[src/hw/rtl/hmi_byte_command_and_frame_parser_unit_assert.svh]
// Assertion macros shared by the byte command and frame parser RTL.
// Each macro expects signals named clk and rst_n in the scope where it is used.
`ifndef HMI_BYTE_COMMAND_AND_FRAME_PARSER_UNIT_ASSERT_SVH
`define HMI_BYTE_COMMAND_AND_FRAME_PARSER_UNIT_ASSERT_SVH

// A condition that must hold at every clock edge outside reset.
`define HMI_ASSERT_ALWAYS(label, cond, msg) \
    label: assert property (@(posedge clk) disable iff (!rst_n) (cond)) \
        else $error(msg);

// A condition that must hold in the cycle after a trigger.
`define HMI_ASSERT_NEXT(label, trig, cons, msg) \
    label: assert property (@(posedge clk) disable iff (!rst_n) (trig) |=> (cons)) \
        else $error(msg);

`endif

[src/hw/rtl/hmi_bcfp_pkg.sv]
// Package for the byte command and frame parser: command byte codes, event codes,
// configuration register indexes and the control state type. No dependencies.
package hmi_bcfp_pkg;

    localparam int BUFFER_DEPTH = 64;
    localparam int LEN_W        = 7;
    localparam int CFG_INDEX_W  = 1;

    // Configuration register indexes.
    localparam logic [CFG_INDEX_W-1:0] CFG_FRAME_START = 1'b0;
    localparam logic [CFG_INDEX_W-1:0] CFG_FRAME_END   = 1'b1;

    // Panel command bytes.
    localparam logic [7:0] BYTE_MODE_NEXT   = 8'h31;
    localparam logic [7:0] BYTE_PERIOD_TGL  = 8'h32;
    localparam logic [7:0] BYTE_VIEW_TGL    = 8'h33;
    localparam logic [7:0] BYTE_MEASURE     = 8'h34;
    localparam logic [7:0] BYTE_RESULT_PAGE = 8'h35;
    localparam logic [7:0] BYTE_WAVE_PAGE   = 8'h36;
    localparam logic [7:0] BYTE_CLEAR       = 8'h37;
    localparam logic [7:0] BYTE_SKIP        = 8'h65;
    localparam logic [7:0] BYTE_REPLY       = 8'h66;
    localparam logic [7:0] BYTE_FILL        = 8'hFF;

    localparam logic [2:0] SKIP_LEN  = 3'd6;
    localparam logic [2:0] REPLY_LEN = 3'd4;

    localparam logic [7:0] PAGE_RESULT = 8'd0;
    localparam logic [7:0] PAGE_WAVE   = 8'd1;
    localparam logic [7:0] PAGE_NONE   = 8'hFF;

    // Event codes.
    localparam logic [2:0] EV_MODE_NEXT   = 3'd0;
    localparam logic [2:0] EV_PERIOD_TGL  = 3'd1;
    localparam logic [2:0] EV_VIEW_TGL    = 3'd2;
    localparam logic [2:0] EV_MEASURE     = 3'd3;
    localparam logic [2:0] EV_RESULT_PAGE = 3'd4;
    localparam logic [2:0] EV_WAVE_PAGE   = 3'd5;
    localparam logic [2:0] EV_CLEAR       = 3'd6;
    localparam logic [2:0] EV_NONE        = 3'd0;

    localparam logic KIND_EVENT = 1'b0;
    localparam logic KIND_FRAME = 1'b1;

    typedef enum logic {
        S_IDLE,
        S_REPLAY
    } state_t;

endpackage

[src/hw/rtl/hmi_bcfp_ram.sv]
// Frame buffer memory for the parser: one write port, one read port with
// registered read data. Uses hmi_bcfp_pkg for the default depth.
module hmi_bcfp_ram #(
    parameter int DEPTH = hmi_bcfp_pkg::BUFFER_DEPTH
) (
    input  logic                     clk,
    input  logic                     wr_en,
    input  logic [$clog2(DEPTH)-1:0] wr_addr,
    input  logic [7:0]               wr_data,
    input  logic                     rd_en,
    input  logic [$clog2(DEPTH)-1:0] rd_addr,
    output logic [7:0]               rd_data
);
    import hmi_bcfp_pkg::*;

    logic [7:0] mem [DEPTH];
    logic [7:0] rd_data_reg;

    always_ff @(posedge clk)
    begin
        if (wr_en)
        begin
            mem[wr_addr] <= wr_data;
        end
    end

    always_ff @(posedge clk)
    begin
        if (rd_en)
        begin
            rd_data_reg <= mem[rd_addr];
        end
    end

    assign rd_data = rd_data_reg;

endmodule

[src/hw/rtl/hmi_byte_command_and_frame_parser_unit.sv]
// Top level of the byte command and frame parser: panel command decoding,
// frame assembly and frame replay. Uses hmi_bcfp_pkg and hmi_bcfp_ram.
//
//  channel | signals                                     | direction
//  --------+---------------------------------------------+----------
//  cfg     | cfg_valid, cfg_ready, cfg_index, cfg_data   | in
//  in      | in_valid, in_ready, rx_byte                 | in
//  out     | out_valid, out_ready, result_kind,          | out
//          | event_code, frame_data, frame_length, last  |
//
// A byte is taken while idle when the output register is free or being emptied.
// A completing end byte starts a replay of N bytes; one byte is read from the
// frame buffer each cycle while the output does not stall.
// No byte is taken during a replay. Output stalls hold the read pipeline in place.
// Reset clears all control state; the frame buffer needs no clearing.
`include "hmi_byte_command_and_frame_parser_unit_assert.svh"

module hmi_byte_command_and_frame_parser_unit #(
    parameter int BUFFER_DEPTH = hmi_bcfp_pkg::BUFFER_DEPTH
) (
    input  logic                                 clk,
    input  logic                                 rst_n,
    input  logic                                 cfg_valid,
    output logic                                 cfg_ready,
    input  logic [hmi_bcfp_pkg::CFG_INDEX_W-1:0] cfg_index,
    input  logic [7:0]                           cfg_data,
    input  logic                                 in_valid,
    output logic                                 in_ready,
    input  logic [7:0]                           rx_byte,
    output logic                                 out_valid,
    input  logic                                 out_ready,
    output logic                                 result_kind,
    output logic [2:0]                           event_code,
    output logic [7:0]                           frame_data,
    output logic [hmi_bcfp_pkg::LEN_W-1:0]       frame_length,
    output logic                                 last
);
    import hmi_bcfp_pkg::*;

    localparam int ADDR_W = $clog2(BUFFER_DEPTH);
    localparam int FILL_W = $clog2(BUFFER_DEPTH + 1);

    // Configuration registers.
    logic [7:0] start_byte_reg;
    logic [7:0] end_byte_reg;

    // Panel and frame state.
    state_t      state_reg, state_next;
    logic [2:0]  skip_count_reg, skip_count_next;
    logic [2:0]  reply_count_reg, reply_count_next;
    logic [7:0]  reply_page_reg, reply_page_next;
    logic        reply_ok_reg, reply_ok_next;
    logic [7:0]  current_page_reg, current_page_next;
    logic        in_frame_reg, in_frame_next;
    logic [FILL_W-1:0] fill_index_reg, fill_index_next;

    // Replay sequencer.
    logic [FILL_W-1:0] len_reg, len_next;
    logic [FILL_W-1:0] rd_idx_reg, rd_idx_next;
    logic              rd_pend_reg, rd_pend_next;
    logic              pend_last_reg, pend_last_next;

    // Output register.
    logic             out_valid_reg, out_valid_next;
    logic             kind_reg, kind_next;
    logic [2:0]       code_reg, code_next;
    logic [7:0]       data_reg, data_next;
    logic [LEN_W-1:0] length_reg, length_next;
    logic             last_reg, last_next;

    // Memory ports.
    logic              wr_en;
    logic [ADDR_W-1:0] wr_addr;
    logic              rd_en;
    logic [7:0]        rd_data;

    logic              accept;
    logic              out_free;
    logic              load;
    logic [FILL_W-1:0] fill_inc;

    assign cfg_ready = 1'b1;
    assign out_free  = !out_valid_reg || out_ready;
    assign in_ready  = (state_reg == S_IDLE) && out_free;
    assign accept    = in_valid && in_ready;
    assign fill_inc  = fill_index_reg + FILL_W'(1);
    assign load      = (state_reg == S_REPLAY) && rd_pend_reg && out_free;

    always_ff @(posedge clk or negedge rst_n)
    begin
        if (!rst_n)
        begin
            start_byte_reg <= 8'd0;
            end_byte_reg   <= 8'd0;
        end
        else if (cfg_valid && cfg_ready)
        begin
            case (cfg_index)
                CFG_FRAME_START: start_byte_reg <= cfg_data;
                CFG_FRAME_END:   end_byte_reg   <= cfg_data;
                default:         start_byte_reg <= start_byte_reg;
            endcase
        end
    end

    always_ff @(posedge clk or negedge rst_n)
    begin
        if (!rst_n)
        begin
            state_reg        <= S_IDLE;
            skip_count_reg   <= 3'd0;
            reply_count_reg  <= 3'd0;
            reply_page_reg   <= PAGE_NONE;
            reply_ok_reg     <= 1'b0;
            current_page_reg <= PAGE_NONE;
            in_frame_reg     <= 1'b0;
            fill_index_reg   <= '0;
            len_reg          <= '0;
            rd_idx_reg       <= '0;
            rd_pend_reg      <= 1'b0;
            pend_last_reg    <= 1'b0;
            out_valid_reg    <= 1'b0;
        end
        else
        begin
            state_reg        <= state_next;
            skip_count_reg   <= skip_count_next;
            reply_count_reg  <= reply_count_next;
            reply_page_reg   <= reply_page_next;
            reply_ok_reg     <= reply_ok_next;
            current_page_reg <= current_page_next;
            in_frame_reg     <= in_frame_next;
            fill_index_reg   <= fill_index_next;
            len_reg          <= len_next;
            rd_idx_reg       <= rd_idx_next;
            rd_pend_reg      <= rd_pend_next;
            pend_last_reg    <= pend_last_next;
            out_valid_reg    <= out_valid_next;
        end
    end

    always_ff @(posedge clk)
    begin
        kind_reg   <= kind_next;
        code_reg   <= code_next;
        data_reg   <= data_next;
        length_reg <= length_next;
        last_reg   <= last_next;
    end

    always_comb
    begin
        logic       consumed;
        logic       ev_fire;
        logic [2:0] ev_code;
        logic [7:0] page_sel;
        logic       page_fire;

        consumed  = 1'b0;
        ev_fire   = 1'b0;
        ev_code   = EV_NONE;
        page_sel  = PAGE_NONE;
        page_fire = 1'b0;

        state_next        = state_reg;
        skip_count_next   = skip_count_reg;
        reply_count_next  = reply_count_reg;
        reply_page_next   = reply_page_reg;
        reply_ok_next     = reply_ok_reg;
        current_page_next = current_page_reg;
        in_frame_next     = in_frame_reg;
        fill_index_next   = fill_index_reg;
        len_next          = len_reg;
        rd_idx_next       = rd_idx_reg;
        rd_pend_next      = rd_pend_reg;
        pend_last_next    = pend_last_reg;

        out_valid_next = out_valid_reg && !out_ready;
        kind_next      = kind_reg;
        code_next      = code_reg;
        data_next      = data_reg;
        length_next    = length_reg;
        last_next      = last_reg;

        wr_en   = 1'b0;
        wr_addr = fill_index_reg[ADDR_W-1:0];
        rd_en   = 1'b0;

        case (state_reg)
            S_IDLE:
            begin
                if (accept)
                begin
                    // Panel layer, only while no frame is open.
                    if (!in_frame_reg)
                    begin
                        consumed = 1'b1;
                        if (skip_count_reg != 3'd0)
                        begin
                            skip_count_next = skip_count_reg - 3'd1;
                        end
                        else if (reply_count_reg != 3'd0)
                        begin
                            if (reply_count_reg == REPLY_LEN)
                            begin
                                reply_page_next = rx_byte;
                            end
                            else if (rx_byte != BYTE_FILL)
                            begin
                                reply_ok_next = 1'b0;
                            end
                            reply_count_next = reply_count_reg - 3'd1;
                            if (reply_count_next == 3'd0 && reply_ok_next
                                && reply_page_next != current_page_reg)
                            begin
                                page_sel  = reply_page_next;
                                page_fire = 1'b1;
                            end
                        end
                        else
                        begin
                            case (rx_byte)
                                BYTE_MODE_NEXT:
                                begin
                                    ev_fire = 1'b1;
                                    ev_code = EV_MODE_NEXT;
                                end
                                BYTE_PERIOD_TGL:
                                begin
                                    ev_fire = 1'b1;
                                    ev_code = EV_PERIOD_TGL;
                                end
                                BYTE_VIEW_TGL:
                                begin
                                    ev_fire = 1'b1;
                                    ev_code = EV_VIEW_TGL;
                                end
                                BYTE_MEASURE:
                                begin
                                    ev_fire = 1'b1;
                                    ev_code = EV_MEASURE;
                                end
                                BYTE_RESULT_PAGE:
                                begin
                                    page_sel  = PAGE_RESULT;
                                    page_fire = 1'b1;
                                end
                                BYTE_WAVE_PAGE:
                                begin
                                    page_sel  = PAGE_WAVE;
                                    page_fire = 1'b1;
                                end
                                BYTE_CLEAR:
                                begin
                                    ev_fire = 1'b1;
                                    ev_code = EV_CLEAR;
                                end
                                BYTE_SKIP:
                                begin
                                    skip_count_next = SKIP_LEN;
                                end
                                BYTE_REPLY:
                                begin
                                    reply_count_next = REPLY_LEN;
                                    reply_ok_next    = 1'b1;
                                end
                                default:
                                begin
                                    consumed = 1'b0;
                                end
                            endcase
                        end
                    end

                    // A page id other than result or wave raises nothing.
                    if (page_fire)
                    begin
                        if (page_sel == PAGE_RESULT)
                        begin
                            current_page_next = PAGE_RESULT;
                            ev_fire           = 1'b1;
                            ev_code           = EV_RESULT_PAGE;
                        end
                        else if (page_sel == PAGE_WAVE)
                        begin
                            current_page_next = PAGE_WAVE;
                            ev_fire           = 1'b1;
                            ev_code           = EV_WAVE_PAGE;
                        end
                    end

                    if (ev_fire)
                    begin
                        out_valid_next = 1'b1;
                        kind_next      = KIND_EVENT;
                        code_next      = ev_code;
                        data_next      = 8'd0;
                        length_next    = '0;
                        last_next      = 1'b1;
                    end

                    // Frame assembly.
                    if (!consumed)
                    begin
                        if (rx_byte == start_byte_reg)
                        begin
                            wr_en           = 1'b1;
                            wr_addr         = '0;
                            in_frame_next   = 1'b1;
                            fill_index_next = FILL_W'(1);
                        end
                        else if (in_frame_reg)
                        begin
                            wr_en = 1'b1;
                            if (rx_byte == end_byte_reg)
                            begin
                                in_frame_next   = 1'b0;
                                fill_index_next = '0;
                                len_next        = fill_inc;
                                rd_idx_next     = '0;
                                rd_pend_next    = 1'b0;
                                state_next      = S_REPLAY;
                            end
                            else if (fill_inc >= FILL_W'(BUFFER_DEPTH))
                            begin
                                // Buffer full without an end byte: drop the frame.
                                in_frame_next   = 1'b0;
                                fill_index_next = '0;
                            end
                            else
                            begin
                                fill_index_next = fill_inc;
                            end
                        end
                    end
                end
            end

            S_REPLAY:
            begin
                // One read in flight; a new read is issued as the pending one moves out.
                if (rd_idx_reg < len_reg && (!rd_pend_reg || load))
                begin
                    rd_en          = 1'b1;
                    rd_idx_next    = rd_idx_reg + FILL_W'(1);
                    rd_pend_next   = 1'b1;
                    pend_last_next = (rd_idx_reg + FILL_W'(1)) == len_reg;
                end
                else if (load)
                begin
                    rd_pend_next = 1'b0;
                end

                if (load)
                begin
                    out_valid_next = 1'b1;
                    kind_next      = KIND_FRAME;
                    code_next      = EV_NONE;
                    data_next      = rd_data;
                    length_next    = LEN_W'(len_reg);
                    last_next      = pend_last_reg;
                    if (pend_last_reg)
                    begin
                        state_next = S_IDLE;
                    end
                end
            end

            default:
            begin
                state_next = S_IDLE;
            end
        endcase
    end

    hmi_bcfp_ram #(
        .DEPTH (BUFFER_DEPTH)
    ) u_ram (
        .clk     (clk),
        .wr_en   (wr_en),
        .wr_addr (wr_addr),
        .wr_data (rx_byte),
        .rd_en   (rd_en),
        .rd_addr (rd_idx_reg[ADDR_W-1:0]),
        .rd_data (rd_data)
    );

    assign out_valid    = out_valid_reg;
    assign result_kind  = kind_reg;
    assign event_code   = code_reg;
    assign frame_data   = data_reg;
    assign frame_length = length_reg;
    assign last         = last_reg;

    `HMI_ASSERT_ALWAYS(a_fill_in_range, fill_index_reg < FILL_W'(BUFFER_DEPTH),
        "fill index reached the buffer depth")
    `HMI_ASSERT_ALWAYS(a_fill_closed, in_frame_reg || fill_index_reg == '0,
        "fill index nonzero while no frame is open")
    `HMI_ASSERT_ALWAYS(a_pend_replay, !rd_pend_reg || state_reg == S_REPLAY,
        "read pending outside replay")
    `HMI_ASSERT_ALWAYS(a_rd_bound, state_reg != S_REPLAY || rd_idx_reg <= len_reg,
        "replay read index ran past the frame length")
    `HMI_ASSERT_NEXT(a_replay_done, load && pend_last_reg,
        state_reg == S_IDLE && out_valid_reg && last_reg,
        "replay did not end on the last frame byte")

endmodule

[config.mk]
export PLATFORM = sky130hd
export DESIGN_NAME = hmi_byte_command_and_frame_parser_unit
export DESIGN_NICKNAME = d
export VERILOG_FILES = /design/src/hw/rtl/hmi_bcfp_pkg.sv /design/src/hw/rtl/hmi_bcfp_ram.sv /design/src/hw/rtl/hmi_byte_command_and_frame_parser_unit.sv
export VERILOG_INCLUDE_DIRS = /design/src /design/src/hw/rtl
export SDC_FILE = /design/constraint.sdc
export NUM_CORES = 1
export LEC_CHECK = 0
export ABC_AREA = 1
export BUFFER_PORTS_ARGS = -buffer_cell sky130_fd_sc_hd__buf_4
export CORE_AREA = 8 8 245 247
export CTS_CLUSTER_DIAMETER = 80
export DETAILED_ROUTE_END_ITERATION = 7
export DIE_AREA = 0 0 253 255
export PLACE_DENSITY_LB_ADDON = 0.08
export SLEW_MARGIN = 25
export SYNTH_ARGS = -nofsm -noshare
export SYNTH_HDL_FRONTEND = slang
export SYNTH_SLANG_ARGS = --single-unit
[constraint.sdc]
create_clock -name clk -period 5.2 [get_ports clk]
set_input_delay 0.26 -clock clk [delete_from_list [all_inputs] [get_ports clk]]
set_output_delay 0.26 -clock clk [all_outputs]
set_load 0.05 [all_outputs]
* Word-level counts from Yosys, hierarchy flattened *
Memory sizes are Yosys's and may differ from the RTL's. A register that Yosys moved wholly into a read port is not among the register bits.
Index checks and enable logic that the tools add are counted.

storage, ports and cells
  register bits = 85
  RAM bits = 512
  bits of input ports = 22
  logic and storage cells = 222
  memories = 1

cells by class
  add/subtract/negate cells = 4
  $lt $le $gt $ge = 2
  eq/ne operators = 26
  multiplexer cells = 126
  bitwise gates (word level) = 6
  reduce and logical (&&, ||, !) cells = 37

memories
  memory     words  width  read ports  clocked after Yosys merged registers in  wr ports  RTL line            text
  u_ram.mem  64     8      1           1                                        1         hmi_bcfp_ram.sv:16  logic [7:0] mem [DEPTH];

operators with widths
  cell                 number
  $mux 8               17
  $mux 7               13
  $mux 1               67
  $eq 8x6->1 const B   7
  $mux 3               14
  $pmux 8 s2           2
  $pmux 7 s2           2
  $mux 6               4
  $reduce_and 6->1     3
  $eq 8x7->1 const B   2
  $eq 8x8->1           2
  $reduce_and 5->1     3
  $add 7x1->7 const B  2
  $pmux 3 s4           1
  $ne 2x2->1 const B   5
  $pmux 1 s2           5
  $reduce_or 9->1      1
  $eq 8x1->1 const B   1
  $logic_and 1x1->1    8
  $logic_not 8->1      1
  $ne 2x1->1 const B   4
  $ne 8x8->1           1
  $ne 8x8->1 const B   1
  $reduce_and 4->1     2
  17 further kinds     33

* Logic depth before layout (Yosys ltp) *
Gate-level depths: netlist (run 1).

  word-level depth = 25
  depth in mapped cells = 15
  mapped depth without buffers = 14

* Modules after synthesis *
Synthesis (run 1) repeated with hierarchy kept, for this count alone.

second synthesis, totals
  cells, all modules = 2380
  area total of the unflattened synthesis = 25886.1 µm²

by module, submodules not included
  module                                  instances  cells each  area an instance (µm²)  seq. area each (µm²)
  hmi_bcfp_ram                            1          1822        21371.7                 15615.0
  hmi_byte_command_and_frame_parser_unit  1          558         4514.3                  2089.5

* Worst setup path before layout (run 1) *
OpenSTA, ideal clock, no wires.

  kind = flip-flop to flip-flop
  start = register out_valid_reg, in the netlist out_valid
  end = memory u_ram.mem[16][0], enable pin
  setup time = 0.370 ns
  arrival time = 2.672 ns
  path slack = 2.157 ns
  stages on the path, launching flop included = 10
  period minus slack after synthesis = 3.043 ns
  cell sequence = dfrtp_1 -> inv_1 -> nor2_1 -> nor2_2 -> nand2_1 -> nor2_1 -> inv_1 -> o41ai_4 -> inv_1 -> nor2_1

on the way
  longest elaborated chain between the ends = 8
  elaborated cells on any way between the ends = 10
  classes of those cells = mux: 6; reduce/logical: 4

ends and longest elaborated chain
  what                          RTL line                                       text
  start: declaration            hmi_byte_command_and_frame_parser_unit.sv:64   logic out_valid_reg, out_valid_next;
  start signal: assignment      hmi_byte_command_and_frame_parser_unit.sv:138  out_valid_reg <= out_valid_next;
  $logic_not 1->1 *             hmi_byte_command_and_frame_parser_unit.sv:83   assign out_free = !out_valid_reg || out_ready;
  $logic_or 1x1->1 *            hmi_byte_command_and_frame_parser_unit.sv:83
  $logic_and 1x1->1 *           hmi_byte_command_and_frame_parser_unit.sv:84   assign in_ready = (state_reg == S_IDLE) && out_free;
  via in_ready                  hmi_byte_command_and_frame_parser_unit.sv:28   output logic in_ready,
  $logic_and 1x1->1 *           hmi_byte_command_and_frame_parser_unit.sv:85   assign accept = in_valid && in_ready;
  $mux 1                        hmi_byte_command_and_frame_parser_unit.sv:192  if (accept)
  $mux 1                        hmi_byte_command_and_frame_parser_unit.sv:189  case (state_reg)
  $mux 1                        hmi_bcfp_ram.sv:21                             if (wr_en)
  $mux 1 (not written as such)  hmi_bcfp_ram.sv:23                             mem[wr_addr] <= wr_data;
  end: declaration              hmi_bcfp_ram.sv:16

Mark *: on every way through the listed nets, which the timed path passes. The rest lies on a longest branch.

* Worst setup path in the final report (run 1) *
  start = register state_reg
  end = memory u_ram.mem[20][3], enable pin

on the way
  longest elaborated chain between the ends = 7
  elaborated cells on any way between the ends = 9
  classes of those cells = mux: 6; bitwise: 1; reduce/logical: 2

ends and longest elaborated chain
  what                          RTL line                                       text
  start: declaration            hmi_byte_command_and_frame_parser_unit.sv:48   state_t state_reg, state_next;
  start signal: assignment      hmi_byte_command_and_frame_parser_unit.sv:126  state_reg <= state_next;
  $not 1->1 (no source line)    -
  $logic_and 1x1->1             hmi_byte_command_and_frame_parser_unit.sv:84
  $logic_and 1x1->1             hmi_byte_command_and_frame_parser_unit.sv:85
  $mux 1                        hmi_byte_command_and_frame_parser_unit.sv:192
  $mux 1                        hmi_byte_command_and_frame_parser_unit.sv:189
  $mux 1                        hmi_bcfp_ram.sv:21
  $mux 1 (not written as such)  hmi_bcfp_ram.sv:23

Parallel ways exist; a longest one is shown, timed or not.

==> results_dict.tcl, run 1 <==
set metrics [dict create \
    fin_nets 2147 \
    synth_commonest_cells "540 x edfxtp_1, 381 x nor2_1, 320 x o21ai_0" \
    yosys_most_used_dff "edfxtp_1" \
    synth_cell_types 47 \
    cap_violations 0 \
    fillers 5004 \
    die-area_um2 64520 \
    clk_pin_slew_worst_paths_ns 0.06 \
    ir_worst_vdd_mv 0.2679 \
    grt_pass1_wl_mm 102.0 \
    synth_seq_area_share_pct 70.93 \
    fin_crit_sh_pct 75.92 \
    dieHeight_um 255 \
    crit_fanout 23 \
    route.detailed.drc 0 \
    place_congestion 0.8193 \
    chipWidth_um 253 \
    status "finished, final reports clean" \
    dp_hpwl_mm 41.13 \
    syn_area_um2 24960 \
    rows 87 \
    yosys.area.top_type "edfxtp_1" \
    numCtsBuffers 67 \
    n_antenna_cell 0 \
    cp.arrival_ns 4.16 \
    worstHoldEndpoint "u_ram.mem[43][7]$_DFFE_PP_" \
    largest_register "u_ram.mem" \
    cts_setup_buffers 0 \
    hp-class "in2reg" \
    cts.repair.resized 0 \
    cts_tree "done" \
    cts_root_buf "clkbuf_16" \
    syn-num-nets 2121 \
    worst_hold_path.num_cells 1 \
    h-tree-depth 3 \
    viasPerCell 5.599 \
    synth_edf_count 540 \
    firstDrtPassIters 5 \
    p_leak_uw 0.009797 \
    portBuffers 43 \
    maxSlewViolCount 0 \
    async_reset_ff_share_pct 9.850 \
    synth-seq-cells 599 \
    grt_overflow_total 0 \
    cts_sinks 599 \
    synth_area_leaders "edfxtp_1 65%, o21ai_0 6.4%, nor2_1 5.7%" \
    synthCells 2088 \
    ant_nets 0 \
    grt_pass1_vias 16050 \
    utilization_pct 50.29 \
    tns_ns 0 \
    clk_latency_ns 0.60 \
    reg2reg_to "u_ram.mem[20][3]$_DFFE_PP_" \
    setup_viol 0 \
    final_area_um2 28140 \
    core_area_um2 55950 \
    io_pins 45 \
    drive_gt1_share_pct 10.04 \
    grt_max_degree 187 \
    cp-end-kind "register" \
    r2r_cells 7 \
    critPathKind "reg2reg" \
    post-synth-top-area-fraction_pct 64.97 \
    cp.required_ns 5.41 \
    dp.cells 2790 \
    cp-start-kind "register" \
    num_vias 16330 \
    initial_core_util_pct 44.61 \
    synth.avg_cell_area_um2 11.95 \
    regToRegSetupSlack_ns 1.25 \
    yosys_warnings 0 \
    maxSlewHeadroom_pct 36.94 \
    fin_crit_ns 3.948 \
    largest_reg_flops 512 \
    hold_viol 0 \
    dr.first_iter.drc_count 1440 \
    worstReg2RegStart "state_reg$_DFF_PN0_" \
    placed_area_um2 25940 \
    wl_per_cell_um 23.57 \
    clock-skew-final_ns 0.01776 \
    area_delta_synth_final_pct 12.74 \
    cellPowerDensity_nw_per_um2 387.8 \
    yosysMostFrequentCell "edfxtp_1" \
    antenna_found_initial 2 \
    clockBufferDepth 3 \
    hold_start "rx_byte[7]" \
    worst_slew_pin_slew_ns 0.9458 \
    drt_wl_total_mm 68.76 \
    stdcell_count 2917 \
    finalPower_uw 10910 \
    fmax_mhz 253.3 \
    rsz0062_at_grt "no" \
    grtUsageTotal_pct 21.09 \
]
## layer usage
metal / vias up / GRT usage (%) / routed length [um]
met3: 93 / 3.188 / 3548
met5: - / 0 / 18
met1: 8199 / 28.94 / 30570
met2: 442 / 34.76 / 33270
li1: 7597 / - / -
met4: 2 / 6.164 / 1359
## layout by cell type (no fill, tap or decap), drive strengths merged, types with 11 or more instances in the layout
cell,count
edfxtp,540
nor2,389
o21ai,325
nand2,203
nand3,105
inv,94
clkbuf,84
o22ai,73
buf,68
dfrtp,49
a21oi,42
o211ai,39
o221ai,27
clkinv,22
xor2,16
nand4,16
ha,11
dlygate4sd3,11
## logic make-up (layout without fill, tap and decap cells)
group | Yosys count | count (layout) | share of synthesized area, %
DFF | 599 | 599 | 70.93
other | 1 | 1 | 0.01502
buffers and inverters | 216 | 289 | 3.589
muxes | 5 | 5 | 0.2256
adders and majority gates | 11 | 11 | 0.5514
xor gates and xnor gates | 23 | 23 | 0.8071
AOI/OAI and AO/OA | 510 | 510 | 11.60
and+or+nand+nor | 723 | 723 | 12.28
## report_power, final
| group | internal [uW] | leakage (uW) | switching [uW] |
|---|---|---|---|
| clock network | 2660 | 0.00101 | 1910 |
| logic | 255 | 0.00320 | 648 |
| registers | 5350 | 0.00559 | 94.2 |
| total | 8260 | 0.00980 | 2650 |
## timing repair
action | CTS | global route
setup endpoints to repair | 0 | 0
hold endpoints to repair | 70 | 0
hold buffers | 11 | 0
## worst max path at each step
stage / start / to / slack, ns
floorplan: out_valid$_DFF_PN0_ / u_ram.mem[16][0]$_DFFE_PP_ / 2.16
global placement: rx_byte[6] / u_ram.mem[44][4]$_DFFE_PP_ / 1.19
detailed placement: rx_byte[6] / u_ram.mem[52][3]$_DFFE_PP_ / 1.25
CTS: state_reg$_DFF_PN0_ / u_ram.mem[20][3]$_DFFE_PP_ / 1.39
global route: state_reg$_DFF_PN0_ / u_ram.mem[20][4]$_DFFE_PP_ / 1.08
finish: state_reg$_DFF_PN0_ / u_ram.mem[20][3]$_DFFE_PP_ / 1.25
## critical path: stages, from the launching register on
cell     delay, ns
dfrtp_1       0.67
nor2_2        0.23
nand2_1       0.22
nor2_1        0.35
inv_1         0.21
nand2_4       0.23
nand4_1       0.76
nor2_1        0.88
## per-stage QoR
stage	setup WS, ns	hold slack (ns)
2_1_floorplan	2.157	-0.03559
3_3_place_gp	1.193	0.3994
3_5_place_dp	1.251	0.4042
4_1_cts	1.390	0.05140
5_1_grt	1.076	0.05553
6_report	1.252	0.07235
## area by class of cell
cell class,instances,area (um2),share of cell area (%)
Sequential cell,599,17710,62.95
Multi-Input combinational cell,1273,6361,22.61
Clock buffer,84,1760,6.256
Tap cell,756,945.9,3.362
Timing Repair Buffer,79,670.6,2.383
Inverter,94,357.8,1.272
Clock inverter,32,329.1,1.169
(Power assumes the default switching activity.)
==> run 2: changes to the inputs <==
==> constraint.sdc (replaced) <==
create_clock -name clk -period 3.3 [get_ports clk]
set_input_delay 0.165 -clock clk [delete_from_list [all_inputs] [get_ports clk]]
set_output_delay 0.165 -clock clk [all_outputs]
set_load 0.05 [all_outputs]
==> run 2 against run 1 <==
Effect of this change: via count up 1.8%; clock skew up 0.0093 ns; largest cell class unchanged; largest power group unchanged; routed wire length up 1.7%.
==> results_dict.tcl, run 2 (synthesis results as in run 1) <==
set metrics [dict create \
    largest_reg_flops 512 \
    status "finished, final reports clean" \
    p_leak_uw 0.01019 \
    portBuffers 43 \
    firstDrtPassIters 5 \
    hold_viol 0 \
    cts_tree "done" \
    io_pins 45 \
    initial_core_util_pct 44.61 \
    cp-end-kind "register" \
    dr.first_iter.drc_count 1496 \
    final_area_um2 28700 \
    route.detailed.drc 0 \
    final_cell_mix "540 x edfxtp_1, 380 x nor2_1, 320 x o21ai_0" \
    rsz0062_at_grt "no" \
    ant_nets 0 \
    clock-skew-final_ns 0.02705 \
    maxSlewViolCount 0 \
    cap_violations 0 \
    fin_nets 2219 \
    antenna_found_initial 3 \
    fmax_mhz 340.0 \
    critPathKind "reg2reg" \
    h-tree-depth 3 \
    cellPowerDensity_nw_per_um2 594.7 \
    core_area_um2 55950 \
    fin_crit_ns 2.941 \
    die-area_um2 64520 \
    cts_root_buf "clkbuf_16" \
    clockBufferDepth 3 \
    numCtsBuffers 66 \
    hp-class "in2reg" \
    clk_latency_ns 0.60 \
    cts_sinks 599 \
    grt_overflow_total 0 \
    viasPerCell 5.556 \
    ir_worst_vdd_mv 0.3624 \
    drive_gt1_share_pct 12.56 \
    cp.arrival_ns 3.18 \
    dp_hpwl_mm 43.72 \
    setup_viol 0 \
    worst_slew_pin_slew_ns 0.8944 \
    utilization_pct 51.29 \
    area_delta_synth_final_pct 14.98 \
    grtUsageTotal_pct 21.68 \
    dieHeight_um 255 \
    place_congestion 0.8470 \
    wl_per_cell_um 23.36 \
    cp-start-kind "register" \
    grt_pass1_vias 16560 \
    grt_max_degree 118 \
    dp.cells 2863 \
    maxSlewHeadroom_pct 40.00 \
    clk_pin_slew_worst_paths_ns 0.06 \
    cts_setup_buffers 0 \
    placed_area_um2 26550 \
    tns_ns 0 \
    grt_pass1_wl_mm 105.0 \
    largest_register "u_ram.mem" \
    stdcell_count 2993 \
    crit_fanout 14 \
    num_vias 16630 \
    drt_wl_total_mm 69.92 \
    chipWidth_um 253 \
    cp.required_ns 3.54 \
    n_antenna_cell 0 \
    mostFrequentLayoutCell "edfxtp_1" \
    fin_crit_sh_pct 89.12 \
    rows 87 \
]
## run 2: changes by cell type in the layout (fill, tap and decap cells not counted)
cell        change
buf_12          +5
clkbuf_8        +3
clkinvlp_4      -5
clkinv_8        -2
bufinv_16       -3
clkinv_1        +4
inv_6           -2
clkinv_2        -2
clkbuf_16       +2
clkbuf_1        +8
buf_4          +68
## run 2: timing repair
action | CTS | global route
hold endpoints to repair | 68 | 0
hold buffers | 11 | 0
gates resized for setup | 0 | 0
endpoints found under the setup margin | 0 | 0
## run 2: power by group
group          internal (uW)  leakage [uW]  total [uW]  switching [uW]
Sequential              8420       0.00559        8560             140
Clock                   4110      0.000993        7020            2910
Combinational            430       0.00360        1490            1060
Total                  13000        0.0102       17100            4110
## run 2: layer usage
metal | wire [um] | GRT usage, % | vias up | share of wire (%)
met5 | 13 | 0 | - | 0.019
met4 | 2499 | 8.876 | 2 | 3.6
met3 | 4514 | 4.041 | 114 | 6.5
met2 | 32240 | 34.13 | 522 | 46
met1 | 30650 | 29.62 | 8263 | 44
li1 | - | - | 7729 | -
## run 2: worst paths after layout
| kind | cells past startpoint | to | slack [ns] | startpoint |
|---|---|---|---|---|
| worst min-delay path | 2 | u_ram.mem[49][5]$_DFFE_PP_ | 0.05 | rx_byte[5] |
| worst max-delay path | 12 | u_ram.mem[13][1]$_DFFE_PP_ | 0.36 | skip_count_reg[0]$_DFFE_PN0P_ |
| min in group asynchronous | 2 | skip_count_reg[1]$_DFFE_PN0P_ | 0.19 | rst_n |
| worst min register to register | 2 | current_page_reg[0]$_DFFE_PN1P_ | 0.47 | current_page_reg[0]$_DFFE_PN1P_ |
| max in group asynchronous | 2 | rd_idx_reg[1]$_DFFE_PN0P_ | 2.49 | rst_n |
| worst max register to register | 12 | u_ram.mem[13][1]$_DFFE_PP_ | 0.36 | skip_count_reg[0]$_DFFE_PN0P_ |
## run 2: final cells by class
cell class / count / area (um2)
fillers: 4974 / 27250
flip-flops and latches: 599 / 17710
multi-input cells: 1273 / 6361
clock buffers: 97 / 1882
repair buffers: 152 / 1281
well taps: 756 / 945.9
inverters: 94 / 357.8
clock inverters: 22 / 156.4
## run 2: through the flow
stage / setup slack (ns) / hold slack (ns) / total power [uW]
after global placement: 0.5073 / 0.2926 / 10190
after CTS: 0.3968 / 0.04083 / 17210
final: 0.3591 / 0.05447 / 17070
after global routing: 0.1646 / 0.06115 / 17650
after floorplan: 0.2575 / -0.1306 / 9647
after detailed placement: 0.3974 / 0.3024 / 10200
## run 2: worst max-delay path, stage by stage, from the launching register on
cell     delay [ns]
dfrtp_1        0.36
inv_1          0.12
ha_1           0.19
nand2_1        0.09
inv_1          0.09
nand2_1        0.05
a21oi_1        0.15
nand3_2        0.12
nand2_4        0.12
nand2_4        0.13
nand2_4        0.21
nand4_1        0.34
nor2_1         0.62
==> run 3: changes to the inputs <==
==> constraint.sdc (replaced) <==
create_clock -name clk -period 2.87 [get_ports clk]
set_input_delay 0.1435 -clock clk [delete_from_list [all_inputs] [get_ports clk]]
set_output_delay 0.1435 -clock clk [all_outputs]
set_load 0.05 [all_outputs]
==> run 3 against run 2 <==
Effect of this change: clock power grew 18%; routed wire length shrank 0.75%; non-clock buffer count rose by 33; largest power group unchanged.
==> results_dict.tcl, run 3 (synthesis results as in run 1) <==
set metrics [dict create \
    num_vias 16750 \
    clk_latency_ns 0.60 \
    crit_fanout 8 \
    dieHeight_um 255 \
    critPathKind "reg2reg" \
    area_delta_synth_final_pct 16.55 \
    cts_root_buf "clkbuf_16" \
    h-tree-depth 3 \
    cp-end-kind "register" \
    largest_register "u_ram.mem" \
    maxSlewHeadroom_pct 40.21 \
    maxSlewViolCount 0 \
    mostFrequentLayoutCell "edfxtp_1" \
    clk_pin_slew_worst_paths_ns 0.06 \
    grt_pass1_wl_mm 104.7 \
    cp-startpoint "out_valid$_DFF_PN0_" \
    cp_slowest_cell "dfrtp_1" \
    portBuffers 43 \
    numCtsBuffers 66 \
    drt_wl_total_mm 69.39 \
    grt_pass1_vias 16480 \
    cp_num_buf_inv 4 \
    cellPowerDensity_nw_per_um2 683.7 \
    chipWidth_um 253 \
    cts_tree "done" \
    grtUsageTotal_pct 21.52 \
    setup_viol 0 \
    critical_path.max_stage_delay_ns 0.37 \
    cap_violations 0 \
    dr.first_iter.drc_count 1803 \
    hp-class "in2reg" \
    route.detailed.drc 0 \
    cp-start-kind "register" \
    die-area_um2 64520 \
    p_leak_uw 0.01040 \
    clockBufferDepth 3 \
    hold_ws_ns 0.08839 \
    ant_nets 0 \
    tns_ns 0 \
    worstReg2RegStart "out_valid$_DFF_PN0_" \
    core_area_um2 55950 \
    rows 87 \
    firstDrtPassIters 5 \
    cp.arrival_ns 2.99 \
    fmax_mhz 371.0 \
    cpLargestDelayFamily "simple AND/OR/NAND/NOR gates" \
    grt_max_degree 81 \
    status "finished, final reports clean" \
    fin_nets 2252 \
    io_pins 45 \
    grt_overflow_total 0 \
    hold_start "rx_byte[7]" \
    wl_per_cell_um 22.92 \
    cp.required_ns 3.16 \
    clock-skew-final_ns 0.02160 \
    crit_path_cell_trace "inv_1 -> nor2_1 -> nor2_4 -> nand2_1 -> nor2_1 -> inv_1 -> o41ai_4 -> inv_1 -> nor2_1 -> buf_4" \
    place_congestion 0.8707 \
    viasPerCell 5.533 \
    hold_viol 0 \
    worst_slew_pin_slew_ns 0.8936 \
    dp_hpwl_mm 43.05 \
    initial_core_util_pct 44.61 \
    fin_crit_ns 2.696 \
    ir_worst_vdd_mv 0.3887 \
    largest_reg_flops 512 \
    antenna_found_initial 4 \
    final_cell_mix "540 x edfxtp_1, 376 x nor2_1, 319 x o21ai_0" \
    drive_gt1_share_pct 14.19 \
    cts_sinks 599 \
    fin_crit_sh_pct 93.93 \
]
-- run 3: cell count changes in the layout (fill, tap and decap cells not counted), moves of 2 or more --
| cell | delta |
|---|---|
| clkinv_1 | -2 |
| buf_4 | +26 |
| bufinv_16 | +2 |
| clkinv_2 | +3 |
| dlygate4sd3_1 | +3 |
| nor2_1 | -4 |
| buf_12 | +3 |
| clkbuf_1 | -5 |
| nor2_2 | +3 |
| clkinvlp_4 | +3 |
-- run 3: power breakdown --
group,total [uW],internal (uW),switching (uW),leakage [uW]
clock,8270,4890,3380,0.00102
sequential,9830,9690,146,0.00559
combinational,1780,551,1230,0.00378
total,19900,15100,4760,0.0104
-- run 3: final timing paths --
check | endpoint | slack (ns) | depth (start not counted)
min in group asynchronous | start_byte_reg[0]$_DFFE_PN0P_ | 0.18 | 2
worst max register to register | u_ram.mem[40][5]$_DFFE_PP_ | 0.17 | 10
worst min register to register | current_page_reg[0]$_DFFE_PN1P_ | 0.48 | 2
worst min-delay path | reply_page_reg[7]$_DFFE_PN1P_ | 0.09 | 4
max in group asynchronous | rd_idx_reg[0]$_DFFE_PN0P_ | 2.11 | 2
worst max-delay path | u_ram.mem[40][5]$_DFFE_PP_ | 0.17 | 10
-- run 3: repair_timing --
item,4_1_cts,5_1_grt
endpoints found under the hold margin,75,0
endpoints found under the setup margin,0,75
resized for setup,0,8
buffers inserted,0,2
hold buffers,14,0
-- run 3: area by class of cell --
class,instances,area [um2]
Antenna cell,1,2.502
Clock buffer,92,1863
Clock inverter,27,237.7
Fill cell,4922,26860
Inverter,94,357.8
Multi-Input combinational cell,1273,6392
Sequential cell,599,17710
Tap cell,756,945.9
Timing Repair Buffer,185,1578
-- run 3: per-layer routing --
layer / vias to the layer above / global-route usage [%] / wire (um)
li1: 7788 / - / -
met1: 8343 / 29.76 / 30830
met2: 521 / 34.84 / 32940
met3: 93 / 3.208 / 3829
met4: 2 / 7.150 / 1781
met5: - / 0 / 11
-- run 3: metrics by stage --
stage / worst slack [ns] / utilization, % / std cells / instance area [um2] / power [uW]
global route: -0.003567 / 51.99 / 3026 / 29090 / 20590
CTS: 0.1341 / 51.91 / 3024 / 29040 / 20070
finish: 0.1743 / 51.99 / 3027 / 29090 / 19890
detailed placement: 0.1216 / 47.90 / 2891 / 26800 / 11780
floorplan: 0.04428 / - / 2088 / 24960 / 11090
global placement: 0.09534 / 47.90 / 2891 / 26800 / 11770
-- run 3: tightest hold or removal path, delay by kind of cell --
kind / cells / cell delay (ns)
buf+inv: 1 / 0.14
mux: 1 / 0.15
simple gates: 2 / 0.20
